File: src/qkld_pkg.sv
// Shared types and constants for the quadrature knob LED dimmer.
// Word structs, register map codes, reset values and the encoder
// transition decode. No dependencies.
package qkld_pkg;

    // Duty and PWM widths
    localparam int DUTY_BITS  = 16;
    localparam int STEP_BITS  = 16;
    localparam int HOLD_BITS  = 8;

    // Register map
    localparam int CFG_ADDR_BITS = 4;
    localparam int CFG_DATA_BITS = 32;

    typedef enum logic [1:0] {
        REG_FULL_SCALE     = 2'd0,
        REG_STEP_SIZE      = 2'd1,
        REG_DEBOUNCE_TICKS = 2'd2,
        REG_NONE           = 2'd3
    } reg_index_t;

    // Reset values
    localparam logic [DUTY_BITS-1:0] FULL_SCALE_RESET = 16'd65535;
    localparam logic [STEP_BITS-1:0] STEP_SIZE_RESET  = 16'd655;
    localparam logic [HOLD_BITS-1:0] DEBOUNCE_RESET   = 8'd30;
    localparam logic [DUTY_BITS-1:0] DUTY_RESET       = {1'b0, {(DUTY_BITS-1){1'b1}}};

    // Input and output words
    typedef struct packed {
        logic enc_a;
        logic enc_b;
        logic button_level;
    } in_word_t;

    typedef struct packed {
        logic [DUTY_BITS-1:0] compare_value;
        logic                 led_on;
        logic [DUTY_BITS-1:0] duty_level;
    } out_word_t;

    // Configuration seen by the core
    typedef struct packed {
        logic [DUTY_BITS-1:0] full_scale;
        logic [STEP_BITS-1:0] step_size;
        logic [HOLD_BITS-1:0] debounce_ticks;
    } cfg_t;

    typedef enum logic [1:0] {
        DIR_NONE = 2'd0,
        DIR_UP   = 2'd1,
        DIR_DOWN = 2'd2
    } dir_t;

    // Decode previous and current AB phase into a turn direction.
    // A simultaneous jump of both channels or no change gives no turn.
    function automatic dir_t turn_dir(input logic [1:0] prev_phase, input logic [1:0] phase);
        dir_t dir;
        dir = DIR_NONE;
        case ({prev_phase, phase})
            4'b0010, 4'b0100, 4'b1011, 4'b1101: dir = DIR_UP;
            4'b0001, 4'b0111, 4'b1000, 4'b1110: dir = DIR_DOWN;
            default: dir = DIR_NONE;
        endcase
        return dir;
    endfunction

endpackage

File: src/quadrature_knob_led_dimmer.sv
// Top level of the quadrature knob LED dimmer: APB register file,
// input handshake and a two-word output buffer around qkld_core.
// Depends on qkld_pkg and qkld_core.
//
//  channel | signals                              | word
//  --------+--------------------------------------+----------------------
//  input   | in_valid, in_stall, in_data          | qkld_pkg::in_word_t
//  output  | out_valid, out_stall, out_data       | qkld_pkg::out_word_t
//  config  | psel, penable, pwrite, paddr, pwdata | 32-bit registers
//
// One word per clock unless stalled: the core computes the new state and
// result in the cycle a word is accepted; it is registered in the output
// register, or in the skid entry if held. The two-entry buffer absorbs a
// stall, so in_stall rises only when both entries are full. Reset restores
// every register and the tick state to its default and empties the buffer.
module quadrature_knob_led_dimmer (
    input  logic                                clk,
    input  logic                                rst_n,
    input  logic                                in_valid,
    output logic                                in_stall,
    input  qkld_pkg::in_word_t                  in_data,
    output logic                                out_valid,
    input  logic                                out_stall,
    output qkld_pkg::out_word_t                 out_data,
    input  logic                                psel,
    input  logic                                penable,
    input  logic                                pwrite,
    input  logic [qkld_pkg::CFG_ADDR_BITS-1:0]  paddr,
    input  logic [qkld_pkg::CFG_DATA_BITS-1:0]  pwdata,
    output logic [qkld_pkg::CFG_DATA_BITS-1:0]  prdata,
    output logic                                pready
);

    qkld_pkg::cfg_t       cfg_reg;
    qkld_pkg::reg_index_t reg_sel;
    logic                 cfg_write;
    logic                 in_accept;
    logic                 out_take;
    qkld_pkg::out_word_t  result;
    qkld_pkg::out_word_t  out_word_reg;
    qkld_pkg::out_word_t  skid_word_reg;
    logic                 out_valid_reg;
    logic                 skid_valid_reg;

    // Register decode
    assign pready    = 1'b1;
    assign reg_sel   = qkld_pkg::reg_index_t'(paddr[3:2]);
    assign cfg_write = psel && penable && pwrite && pready;

    always_comb
    begin
        prdata = '0;
        case (reg_sel)
            qkld_pkg::REG_FULL_SCALE:
                prdata = {{(qkld_pkg::CFG_DATA_BITS-qkld_pkg::DUTY_BITS){1'b0}},
                          cfg_reg.full_scale};
            qkld_pkg::REG_STEP_SIZE:
                prdata = {{(qkld_pkg::CFG_DATA_BITS-qkld_pkg::STEP_BITS){1'b0}},
                          cfg_reg.step_size};
            qkld_pkg::REG_DEBOUNCE_TICKS:
                prdata = {{(qkld_pkg::CFG_DATA_BITS-qkld_pkg::HOLD_BITS){1'b0}},
                          cfg_reg.debounce_ticks};
            default: prdata = '0;
        endcase
    end

    // Hold configuration registers
    always_ff @(posedge clk or negedge rst_n)
    begin
        if (!rst_n)
        begin
            cfg_reg.full_scale     <= qkld_pkg::FULL_SCALE_RESET;
            cfg_reg.step_size      <= qkld_pkg::STEP_SIZE_RESET;
            cfg_reg.debounce_ticks <= qkld_pkg::DEBOUNCE_RESET;
        end
        else if (cfg_write)
        begin
            case (reg_sel)
                qkld_pkg::REG_FULL_SCALE:
                    cfg_reg.full_scale <= pwdata[qkld_pkg::DUTY_BITS-1:0];
                qkld_pkg::REG_STEP_SIZE:
                    cfg_reg.step_size <= pwdata[qkld_pkg::STEP_BITS-1:0];
                qkld_pkg::REG_DEBOUNCE_TICKS:
                    cfg_reg.debounce_ticks <= pwdata[qkld_pkg::HOLD_BITS-1:0];
                default: ;
            endcase
        end
    end

    // Handshake
    assign in_stall  = skid_valid_reg;
    assign in_accept = in_valid && !skid_valid_reg;
    assign out_take  = out_valid_reg && !out_stall;
    assign out_valid = out_valid_reg;
    assign out_data  = out_word_reg;

    qkld_core u_core (
        .clk    (clk),
        .rst_n  (rst_n),
        .accept (in_accept),
        .item   (in_data),
        .cfg    (cfg_reg),
        .result (result)
    );

    // Output buffer: fill the output register first, spill to the skid entry
    always_ff @(posedge clk or negedge rst_n)
    begin
        if (!rst_n)
        begin
            out_valid_reg  <= 1'b0;
            skid_valid_reg <= 1'b0;
        end
        else if (skid_valid_reg)
        begin
            if (out_take)
            begin
                skid_valid_reg <= 1'b0;
            end
        end
        else if (in_accept)
        begin
            if (out_valid_reg && !out_take)
                skid_valid_reg <= 1'b1;
            else
                out_valid_reg <= 1'b1;
        end
        else if (out_take)
        begin
            out_valid_reg <= 1'b0;
        end
    end

    // Payload moves, no reset
    always_ff @(posedge clk)
    begin
        if (skid_valid_reg)
        begin
            if (out_take)
                out_word_reg <= skid_word_reg;
        end
        else if (in_accept)
        begin
            if (out_valid_reg && !out_take)
                skid_word_reg <= result;
            else
                out_word_reg <= result;
        end
    end

endmodule

File: src/qkld_core.sv
// Tick state and next-state logic: encoder decode, duty update,
// button debounce, enable toggle and compare value.
// Depends on qkld_pkg.
module qkld_core (
    input  logic               clk,
    input  logic               rst_n,
    input  logic               accept,
    input  qkld_pkg::in_word_t item,
    input  qkld_pkg::cfg_t     cfg,
    output qkld_pkg::out_word_t result
);

    logic [1:0]                     prev_phase_reg;
    logic [1:0]                     prev_phase_next;
    logic                           raw_prev_reg;
    logic                           raw_prev_next;
    logic                           button_stable_reg;
    logic                           button_stable_next;
    logic [qkld_pkg::HOLD_BITS-1:0] hold_count_reg;
    logic [qkld_pkg::HOLD_BITS-1:0] hold_count_next;
    logic                           enabled_reg;
    logic                           enabled_next;
    logic [qkld_pkg::DUTY_BITS-1:0] duty_reg;
    logic [qkld_pkg::DUTY_BITS-1:0] duty_next;

    // Encoder: move duty with the enable from before this tick
    always_comb
    begin
        logic [1:0]                   phase;
        qkld_pkg::dir_t               dir;
        logic [qkld_pkg::DUTY_BITS:0] sum;
        phase           = {item.enc_a, item.enc_b};
        dir             = qkld_pkg::turn_dir(prev_phase_reg, phase);
        sum             = {1'b0, duty_reg} + {1'b0, cfg.step_size};
        prev_phase_next = phase;
        duty_next       = duty_reg;
        if (enabled_reg && (cfg.step_size != '0))
        begin
            case (dir)
                qkld_pkg::DIR_UP:
                begin
                    if (sum >= {1'b0, cfg.full_scale})
                        duty_next = cfg.full_scale;
                    else
                        duty_next = sum[qkld_pkg::DUTY_BITS-1:0];
                end
                qkld_pkg::DIR_DOWN:
                begin
                    if (duty_reg <= cfg.step_size)
                        duty_next = '0;
                    else
                        duty_next = duty_reg - cfg.step_size;
                end
                default: duty_next = duty_reg;
            endcase
        end
    end

    // Button: count equal samples, toggle enable on a debounced press
    always_comb
    begin
        raw_prev_next      = raw_prev_reg;
        hold_count_next    = hold_count_reg;
        button_stable_next = button_stable_reg;
        enabled_next       = enabled_reg;
        if (item.button_level != raw_prev_reg)
        begin
            hold_count_next = '0;
            raw_prev_next   = item.button_level;
        end
        else if (hold_count_reg < cfg.debounce_ticks)
        begin
            hold_count_next = hold_count_reg + 1'b1;
        end
        else if (item.button_level != button_stable_reg)
        begin
            button_stable_next = item.button_level;
            if (!item.button_level)
                enabled_next = !enabled_reg;
        end
    end

    // Result: active-low compare, floored at zero
    always_comb
    begin
        result.led_on     = enabled_next;
        result.duty_level = duty_next;
        if (!enabled_next)
            result.compare_value = cfg.full_scale;
        else if (cfg.full_scale > duty_next)
            result.compare_value = cfg.full_scale - duty_next;
        else
            result.compare_value = '0;
    end

    // Advance state on each accepted word
    always_ff @(posedge clk or negedge rst_n)
    begin
        if (!rst_n)
        begin
            prev_phase_reg    <= '0;
            raw_prev_reg      <= 1'b1;
            button_stable_reg <= 1'b1;
            hold_count_reg    <= '0;
            enabled_reg       <= 1'b1;
            duty_reg          <= qkld_pkg::DUTY_RESET;
        end
        else if (accept)
        begin
            prev_phase_reg    <= prev_phase_next;
            raw_prev_reg      <= raw_prev_next;
            button_stable_reg <= button_stable_next;
            hold_count_reg    <= hold_count_next;
            enabled_reg       <= enabled_next;
            duty_reg          <= duty_next;
        end
    end

endmodule

File: config.mk
export PLATFORM = sky130hd
export DESIGN_NAME = quadrature_knob_led_dimmer
export DESIGN_NICKNAME = d
export VERILOG_FILES = /design/src/qkld_pkg.sv /design/src/quadrature_knob_led_dimmer.sv /design/src/qkld_core.sv
export SDC_FILE = /design/constraint.sdc
export NUM_CORES = 1
export LEC_CHECK = 0
export ABC_AREA = 1
export BUFFER_PORTS_ARGS = -buffer_cell sky130_fd_sc_hd__buf_2
export CORE_UTILIZATION = 60
export DETAILED_ROUTE_END_ITERATION = 12
export GPL_TIMING_DRIVEN = 0
export PLACE_DENSITY = 0.94
export SETUP_SLACK_MARGIN = 0.4
export SLEW_MARGIN = 30
export SYNTH_ARGS = -nofsm -noshare
export SYNTH_HDL_FRONTEND = slang
export SYNTH_SLANG_ARGS = --single-unit
export TNS_END_PERCENT = 100
File: constraint.sdc
create_clock -name clk -period 15.1 [get_ports clk]
set_input_delay 0.755 -clock clk [delete_from_list [all_inputs] [get_ports clk]]
set_output_delay 0.755 -clock clk [all_outputs]
set_load 0.01 [all_outputs]
# Word-level counts from Yosys, hierarchy flattened
# Memories as Yosys holds them, arrays and structs flattened.
# Cells that the tools add are included.
[op_classes]
addsub = 4
n_lt_le_gt_ge = 4
eq_ne = 9
mux = 24
bitwise = 3
n_reduce_logical = 24
[op_table]
columns = ["op", "n"]
rows = [
  ["$mux W33", 4],
  ["$mux W16", 5],
  ["$pmux W16 S3", 1],
  ["$pmux W16 S2", 1],
  ["$sub A16 B16 Y16", 2],
  ["$add A16 B16 Y17", 1],
  ["$ge A17 B16 Y1", 1],
  ["$gt A16 B16 Y1", 1],
  ["$le A16 B16 Y1", 1],
  ["$mux W8", 2],
  ["$reduce_bool A16 Y1", 1],
  ["$mux W1", 11],
  ["$reduce_and A2 Y1", 5],
  ["$reduce_and A3 Y1", 3],
  ["$add A8 B1 Y8 const B", 1],
  ["$lt A8 B8 Y1", 1],
  ["$logic_and A1 B1 Y1", 6],
  ["$ne A2 B2 Y1 const B", 3],
  ["$reduce_bool A2 Y1", 3],
  ["$eq A2 B1 Y1 const B", 2],
  ["$eq A2 B2 Y1 const B", 2],
  ["$logic_not A1 Y1", 4],
  ["$reduce_and A4 Y1", 1],
  ["$not A1 Y1", 3],
  ["other kinds (2)", 3],
]
[word_totals]
regBits = 137
mem_bits_ro = 32
in_bits = 46
output_inout_bits = 68
wordCells = 86
mem_count = 1
[mem_list]
columns = ["memory", "depth", "word_bits", "read_ports", "rd_ports_with_merged_regs", "wr", "line", "text"]
rows = [
  ["(no name shown)", 16, 2, 1, 0, 0, "qkld_pkg.sv:59", "case ({prev_phase, phase})"],
]

# Depth between registers and ports, before layout
# Gate-level depths: netlist (run 1).
[depth]
word_depth = 11
ltp_mapped = 44

# Hierarchy
# A second synthesis (run 1) with hierarchy kept.
[hier_totals]
cells_unflattened = 1365
hier_area_um2 = 10154.7
[by_module_without_submodules]
columns = ["mod", "instances", "cells_each", "area_each_um2", "seq_area_each_um2"]
rows = [
  ["qkld_core", 1, 919, 5661.7, 748.2],
  ["quadrature_knob_led_dimmer", 1, 446, 4493.1, 3065.4],
]

# Least setup slack after synthesis (run 1)
# OpenSTA, ideal clock, no wires.
[synth_timing]
path_kind = "reg-to-reg"
startpoint = "reg cfg_reg[8] in the netlist's numbering"
endpoint = "reg out_word_reg (netlist bit out_data[28]), data pin"
setup_ns = 0.253
arrival_time_ns = 5.173
required_ns = 14.847
path_slack_ns = 9.674
path_stages_with_launch = 40
n_path_buf = 2
synth_period_minus_slack_ns = 5.426
cell_sequence = "dfstp_2 > ha_1 > inv_1 > fa_1 > nand3b_1 > nand2_2 > a21boi_4 > o21ai_2 > xor2_1 > inv_1 > ha_1 > nand2_1 > inv_1 > a21oi_1 > nand4_1 > nand2_1 > nand2_1 > nand2_1 > (+4 left out) > nand3_1 > nand2_1 > nand2_1 > ha_1 > nand2_1 > nand2_1 > a31o_2 > a21oi_1 > inv_1 > nand2_1 > o211ai_1 > nand2_1 > buf_2 > nor2_1 > nand2_1 > o21ai_0 > nand2_1 > nand2_1"
[synth_lines]
columns = ["item", "line", "text"]
rows = [
  ["from (decl)", "quadrature_knob_led_dimmer.sv:34", "qkld_pkg::cfg_t cfg_reg;"],
  ["to (signal assigned)", "quadrature_knob_led_dimmer.sv:140", "out_word_reg <= skid_word_reg;"],
  ["to (signal assigned)", "quadrature_knob_led_dimmer.sv:147", "out_word_reg <= result;"],
  ["to (decl)", "quadrature_knob_led_dimmer.sv:40", "qkld_pkg::out_word_t out_word_reg;"],
]

==> results of run 1 <==
==> final timing paths <==
| check | start | endpoint | slack, ps |
|---|---|---|---|
| worst max-delay path | u_core.duty_reg[0] | out_data[21] | 8240 |
| worst min-delay path | rst_n | u_core.hold_count_reg[0] | 290 |
| worst max register to register | u_core.duty_reg[0] | out_data[21] | 8240 |
| worst min register to register | cfg_reg[0] | cfg_reg[0] | 490 |
| max in group asynchronous | rst_n | u_core.duty_reg[12] | 14160 |
| min in group clk | cfg_reg[0] | cfg_reg[0] | 490 |
==> critical path, delay by kind of cell (launching register included) <==
kind                       cells  cell delay [ps]
and+or+nand+nor               21             2360
xor gates and xnor gates       1              260
buffers and inverters          6              980
DFF                            1              590
AOI/OAI and AO/OA              7             1220
adders and majority gates      4             1190
==> routing by layer <==
layer  vias to the layer above  global-route usage  share of wire
li1                       4335                   -              -
met1                      4288               0.446           0.39
met2                       617               0.565           0.45
met3                       124              0.0757           0.10
met4                         0               0.183          0.052
met5                         -                   0              0
==> area by class of cell <==
cell class	count	area, µm²
tap	211	264
clock buffer	18	450
timing repair buffer	81	468
multi-input combinational	904	4910
buffer	54	289
fill	1175	4390
inverter	187	702
clock inverter	14	136
sequential	137	3810
==> power by group through the flow <==
stage               Combinational, mW  Sequential (mW)  Clock [mW]
global placement                 1.36            0.650           0
finish                           1.48            0.650       0.411
detailed placement               1.42            0.651           0
floorplan                        1.01            0.655           0
global route                     1.63            0.660       0.425
CTS                              1.44            0.647       0.410
==> stage by stage <==
step / util / total power [mW] / setup slack [ps]
final: 0.715 / 2.54 / 8240
after global routing: 0.715 / 2.72 / 7760
after CTS: 0.715 / 2.50 / 8400
after detailed placement: 0.677 / 2.07 / 8440
after global placement: 0.671 / 2.01 / 8640
after floorplan: - / 1.67 / 9670
==> synthesized netlist by cell type, types with 2 or more instances <==
library cell,number,share of area
a211oi_1,2,0.0016
a21boi_0,2,0.0016
a21o_1,3,0.0023
a21oi_1,58,0.030
a31oi_1,2,0.0013
buf_1,3,0.0012
buf_2,9,0.0047
buf_4,18,0.014
clkbuf_1,23,0.0090
conb_1,2,0.00078
dfrtp_1,27,0.070
dfstp_2,44,0.12
edfxtp_1,66,0.21
fa_1,3,0.0062
ha_1,76,0.099
inv_1,184,0.072
inv_2,2,0.00078
nand2_1,354,0.14
nand3_1,102,0.053
nand4_1,6,0.0039
nor2_1,68,0.026
nor3_1,15,0.0078
nor4_1,5,0.0032
o21ai_0,103,0.053
o21ai_1,6,0.0031
o21bai_1,8,0.0062
o221ai_1,8,0.0073
o22ai_1,8,0.0052
or2_2,5,0.0032
xnor2_1,6,0.0055
xor2_1,33,0.030
==> logic make-up after synthesis <==
group                      after synthesis  synth area share
buffers and inverters                  241             0.103
adders and majority gates               79             0.105
DFF                                    137             0.396
xor gates and xnor gates                39            0.0354
AOI/OAI and AO/OA                      207             0.119
and+or+nand+nor                        562             0.241
other                                    2          0.000779
==> results.cfg, run 1 <==
[clock_network]
cts_buffer_depth = 2
clk-insertion-delay-late_ps = 430
clk_pin_slew_ps = 60
cts_tree = yes
cts_root_buf = clkbuf_16
ctsHoldBuffers = 0
cts_resized = 0
post-cts-setup-buffer-count = 0
cts_buffers = 17
htreeDepth = 4
cts_num_sinks = 137

[timing]
finalSetupTns_ps = 0
finalHoldViolations = 0
clock_skew_ps = 9.97
setup_viol = 0
finalCritPeriodShare = 0.454
relSlewSlack = 0.491
rsz0062_at_grt = no
fin_crit_ps = 6860
tightest_slew_ps = 763
clock.fmax_mhz = 146
timing.hold.ws_ps = 290
slew_violations = 0

[route]
vias = 9364
via_per_inst = 5.83
wire_per_inst_um = 17.4
drt_iter0_markers = 1079
wl_um = 28000
ant_nets = 0
route.detailed.drc = 0
firstDrtPassIters = 8

[power_and_ir_drop]
combPwrFrac = 0.583
switching_share = 0.487
power_frac_seq = 0.256
clock_power_share = 0.162
p_int_mw = 1.30
power_switching_mw = 1.24
pwr_density_cell_mw_per_mm2 = 231
ir_worst_vdd_mv = 0.118
p_leak_nw = 5.61

[worst_setup_path]
cp-start-kind = register
reg2reg_depth = 39
cp.arrival_ps = 7040
crit_path_end_kind = register
cpMostUsedCell = nand2_1
slowest_delay_ps = 590
cp_max_fo = 10
path_class = register to register
cp_data_required_time_ps = 15280
slowest_stage = dfstp_2

[placed_design]
dpl.hpwl_um = 21300
placed_cells = 1574
place_area_mm2 = 0.0104
routabilityCongestion = 1.06
io_buffers = 78

[grt]
grt_usage = 0.351
grt_pass1_vias = 8725
antenna_found_initial = 0
grt_pass1_wl_um = 44100
grt_overflow = 0
grt_max_degree = 37

[floorplanning]
start_util = 0.625
die_w_um = 129
boundaryPins = 114
fp.coreArea_mm2 = 0.0154
die_area_mm2 = 0.0166
rows = 45
die_y_um = 129

[synthesis]
ys.flop_type = edfxtp_1
syn_avg_cell_area_um2 = 7.61
ys_types = 47
yosysWarnings = 0
synthArstFlopShare = 0.518
synth_edf_count = 66
ys_ff_latch = 137
syn_inst = 1267
ys_seq_area_frac = 0.396
netlist_area_mm2 = 0.00964

[layout]
antenna_cells = 0
fin_nets = 1507
fin_area_mm2 = 0.0110
area_delta_synth_final_pct = 14.5
drive_gt1_frac = 0.144
layout_common_cells = nand2_1, inv_1, o21ai_0, nand3_1, buf_2
final_common_cell = nand2_1
fin_cells = 1606
largest_register_ff_count = 40

[flow_run]
cap_violations = 0

[outcome]
status = finished clean

[worst_hold_path]
hold_path_class = input pin to asynchronous set/reset pin
No activity file was read; power rests on OpenSTA's default activity.
==> run 2, diff against run 1 <==
Clock period 15.1 ns to 7.2 ns, I/O delays scaled along.
==> results.cfg, run 2 (synthesized netlist as in run 1, its figures left out) <==
[floorplanning]
start_util = 0.625
rows = 45
die_area_mm2 = 0.0166
boundaryPins = 114
die_y_um = 129
die_w_um = 129
fp.coreArea_mm2 = 0.0154

[worst_setup_path]
slowest_delay_ps = 590
crit_path_end_kind = register
path_class = register to register
critical_path_buf_inv_count = 6
cp_max_fo = 10
cp-start-kind = register
rr_endpoint = out_data[19]
slowest_stage = dfstp_2
rrSetupSlack_ps = 770
cp_data_required_time_ps = 7390
cp.arrival_ps = 6620
cpMostUsedCell = nand2_1
r2r_start = u_core.duty_reg[0]
crit_cells = 40
reg2reg_depth = 40
critPathTopFamily = simple AND/OR/NAND/NOR gates

[timing]
rsz0062_at_grt = no
postLayoutSetupSlackWorst_ps = 769
finalHoldViolations = 0
finalCritPeriodShare = 0.893
setup_viol = 0
finalSetupTns_ps = 0
clock.fmax_mhz = 155
tightest_slew_ps = 746
clock_skew_ps = 8.33
relSlewSlack = 0.501
slew_violations = 0
fin_crit_ps = 6430

[worst_hold_path]
hold_path_class = input pin to register
whs_path_depth = 3
whs_endpoint = u_core.prev_phase_reg[1]
hp-start = in_data[2]

[grt]
grt_pass1_wl_um = 44100
grt_usage = 0.351
grt_overflow = 0
grt_pass1_vias = 8720
antenna_found_initial = 0
grt_max_degree = 37

[placed_design]
pre_cts_ws_ps = 539
routabilityCongestion = 1.06
io_buffers = 78
dpl.hpwl_um = 21300

[clock_network]
cts_buffer_depth = 2
cts_num_sinks = 137
htreeDepth = 4
clk-insertion-delay-late_ps = 430
post-cts-setup-buffer-count = 0
cts_root_buf = clkbuf_16
cts_tree = yes
cts_buffers = 17
clk_pin_slew_ps = 60

[route]
via_per_inst = 5.86
wl_um = 28100
route.detailed.drc = 0
ant_nets = 0
drt_iter0_markers = 1130
wire_per_inst_um = 17.5
firstDrtPassIters = 7
vias = 9421

[power_and_ir_drop]
pwr_density_cell_mw_per_mm2 = 485
p_leak_nw = 5.63
ir_worst_vdd_mv = 0.250

[layout]
drive_gt1_frac = 0.155
area_delta_synth_final_pct = 15.3
final_common_cell = nand2_1
fin_nets = 1508
layout_common_cells = nand2_1, inv_1, nand3_1, o21ai_0, buf_2
largest_register_ff_count = 40
antenna_cells = 0
final_util = 0.721

[flow_run]
cap_violations = 0

[outcome]
status = finished clean
## run 2: changes by cell type in the layout (fill, tap and decap cells not counted), moves of 2 or more
cell | previous run | this run
a21oi_1 | 57 | 55
a21oi_2 | 1 | 3
clkbuf_1 | 23 | 21
nand2_1 | 354 | 348
nand2_2 | 1 | 7
o21ai_0 | 103 | 101
o21ai_1 | 6 | 8
xor2_1 | 33 | 31
xor2_2 | 0 | 2
## run 2: power breakdown
part | leakage [nW] | internal [mW] | switching, mW | total (mW)
Clock | 0.276 | 0.501 | 0.364 | 0.865
Combinational | 3.91 | 1.06 | 2.10 | 3.16
Sequential | 1.44 | 1.20 | 0.166 | 1.36
Total | 5.63 | 2.76 | 2.63 | 5.39
## run 2: worst max-delay path by stage
stage	from	end	slack, ps
6_report	u_core.duty_reg[0]	out_data[19]	770
5_1_grt	cfg_reg[10]	out_data[20]	400
4_1_cts	cfg_reg[8]	out_data[21]	500
3_5_place_dp	cfg_reg[8]	out_data[21]	540
3_3_place_gp	u_core.duty_reg[0]	out_data[21]	740
2_1_floorplan	cfg_reg[8]	out_data[28]	1770
## run 2: stage by stage
step	instance area (µm²)	hold slack, ps	total power, mW	instances
2_1_floorplan	9700	64.4	3.49	1282
3_3_place_gp	10300	466	4.21	1571
3_5_place_dp	10400	346	4.34	1574
4_1_cts	11000	151	5.23	1607
5_1_grt	11100	156	5.76	1607
6_report	11100	150	5.39	1607
## run 2: final cells by class
cell class              instances  area, µm²
multi-input cells             904       4980
repair buffers                 82        478
flip-flops and latches        137       3810
inverters                     187        702
clock buffers                  18        450
plain buffers                  54        294
clock inverters                14        136
well taps                     211        264
fillers                      1164       4310
## run 2: layer usage
| metal | vias up | global-route usage | share of wire |
|---|---|---|---|
| li1 | 4337 | - | - |
| met4 | 0 | 0.183 | 0.056 |
| met5 | - | 0 | 0 |
| met2 | 648 | 0.565 | 0.45 |
| met1 | 4289 | 0.446 | 0.39 |
| met3 | 147 | 0.0757 | 0.11 |
## run 2: repair_timing
action	4_1_cts	5_1_grt
setup endpoints to repair	0	28
resized for setup	0	22
hold endpoints to repair	13	0
hold buffers	1	0
## run 2: worst register-to-register path: cells and delay by family (launching register included)
family	cells	cell delay, ps
AO/OA/AOI/OAI	7	1220
AND/OR/NAND/NOR	21	2090
XOR/XNOR	1	200
flip-flops	1	590
buffers and inverters	6	540
adder cells (fa/ha/maj)	5	1540
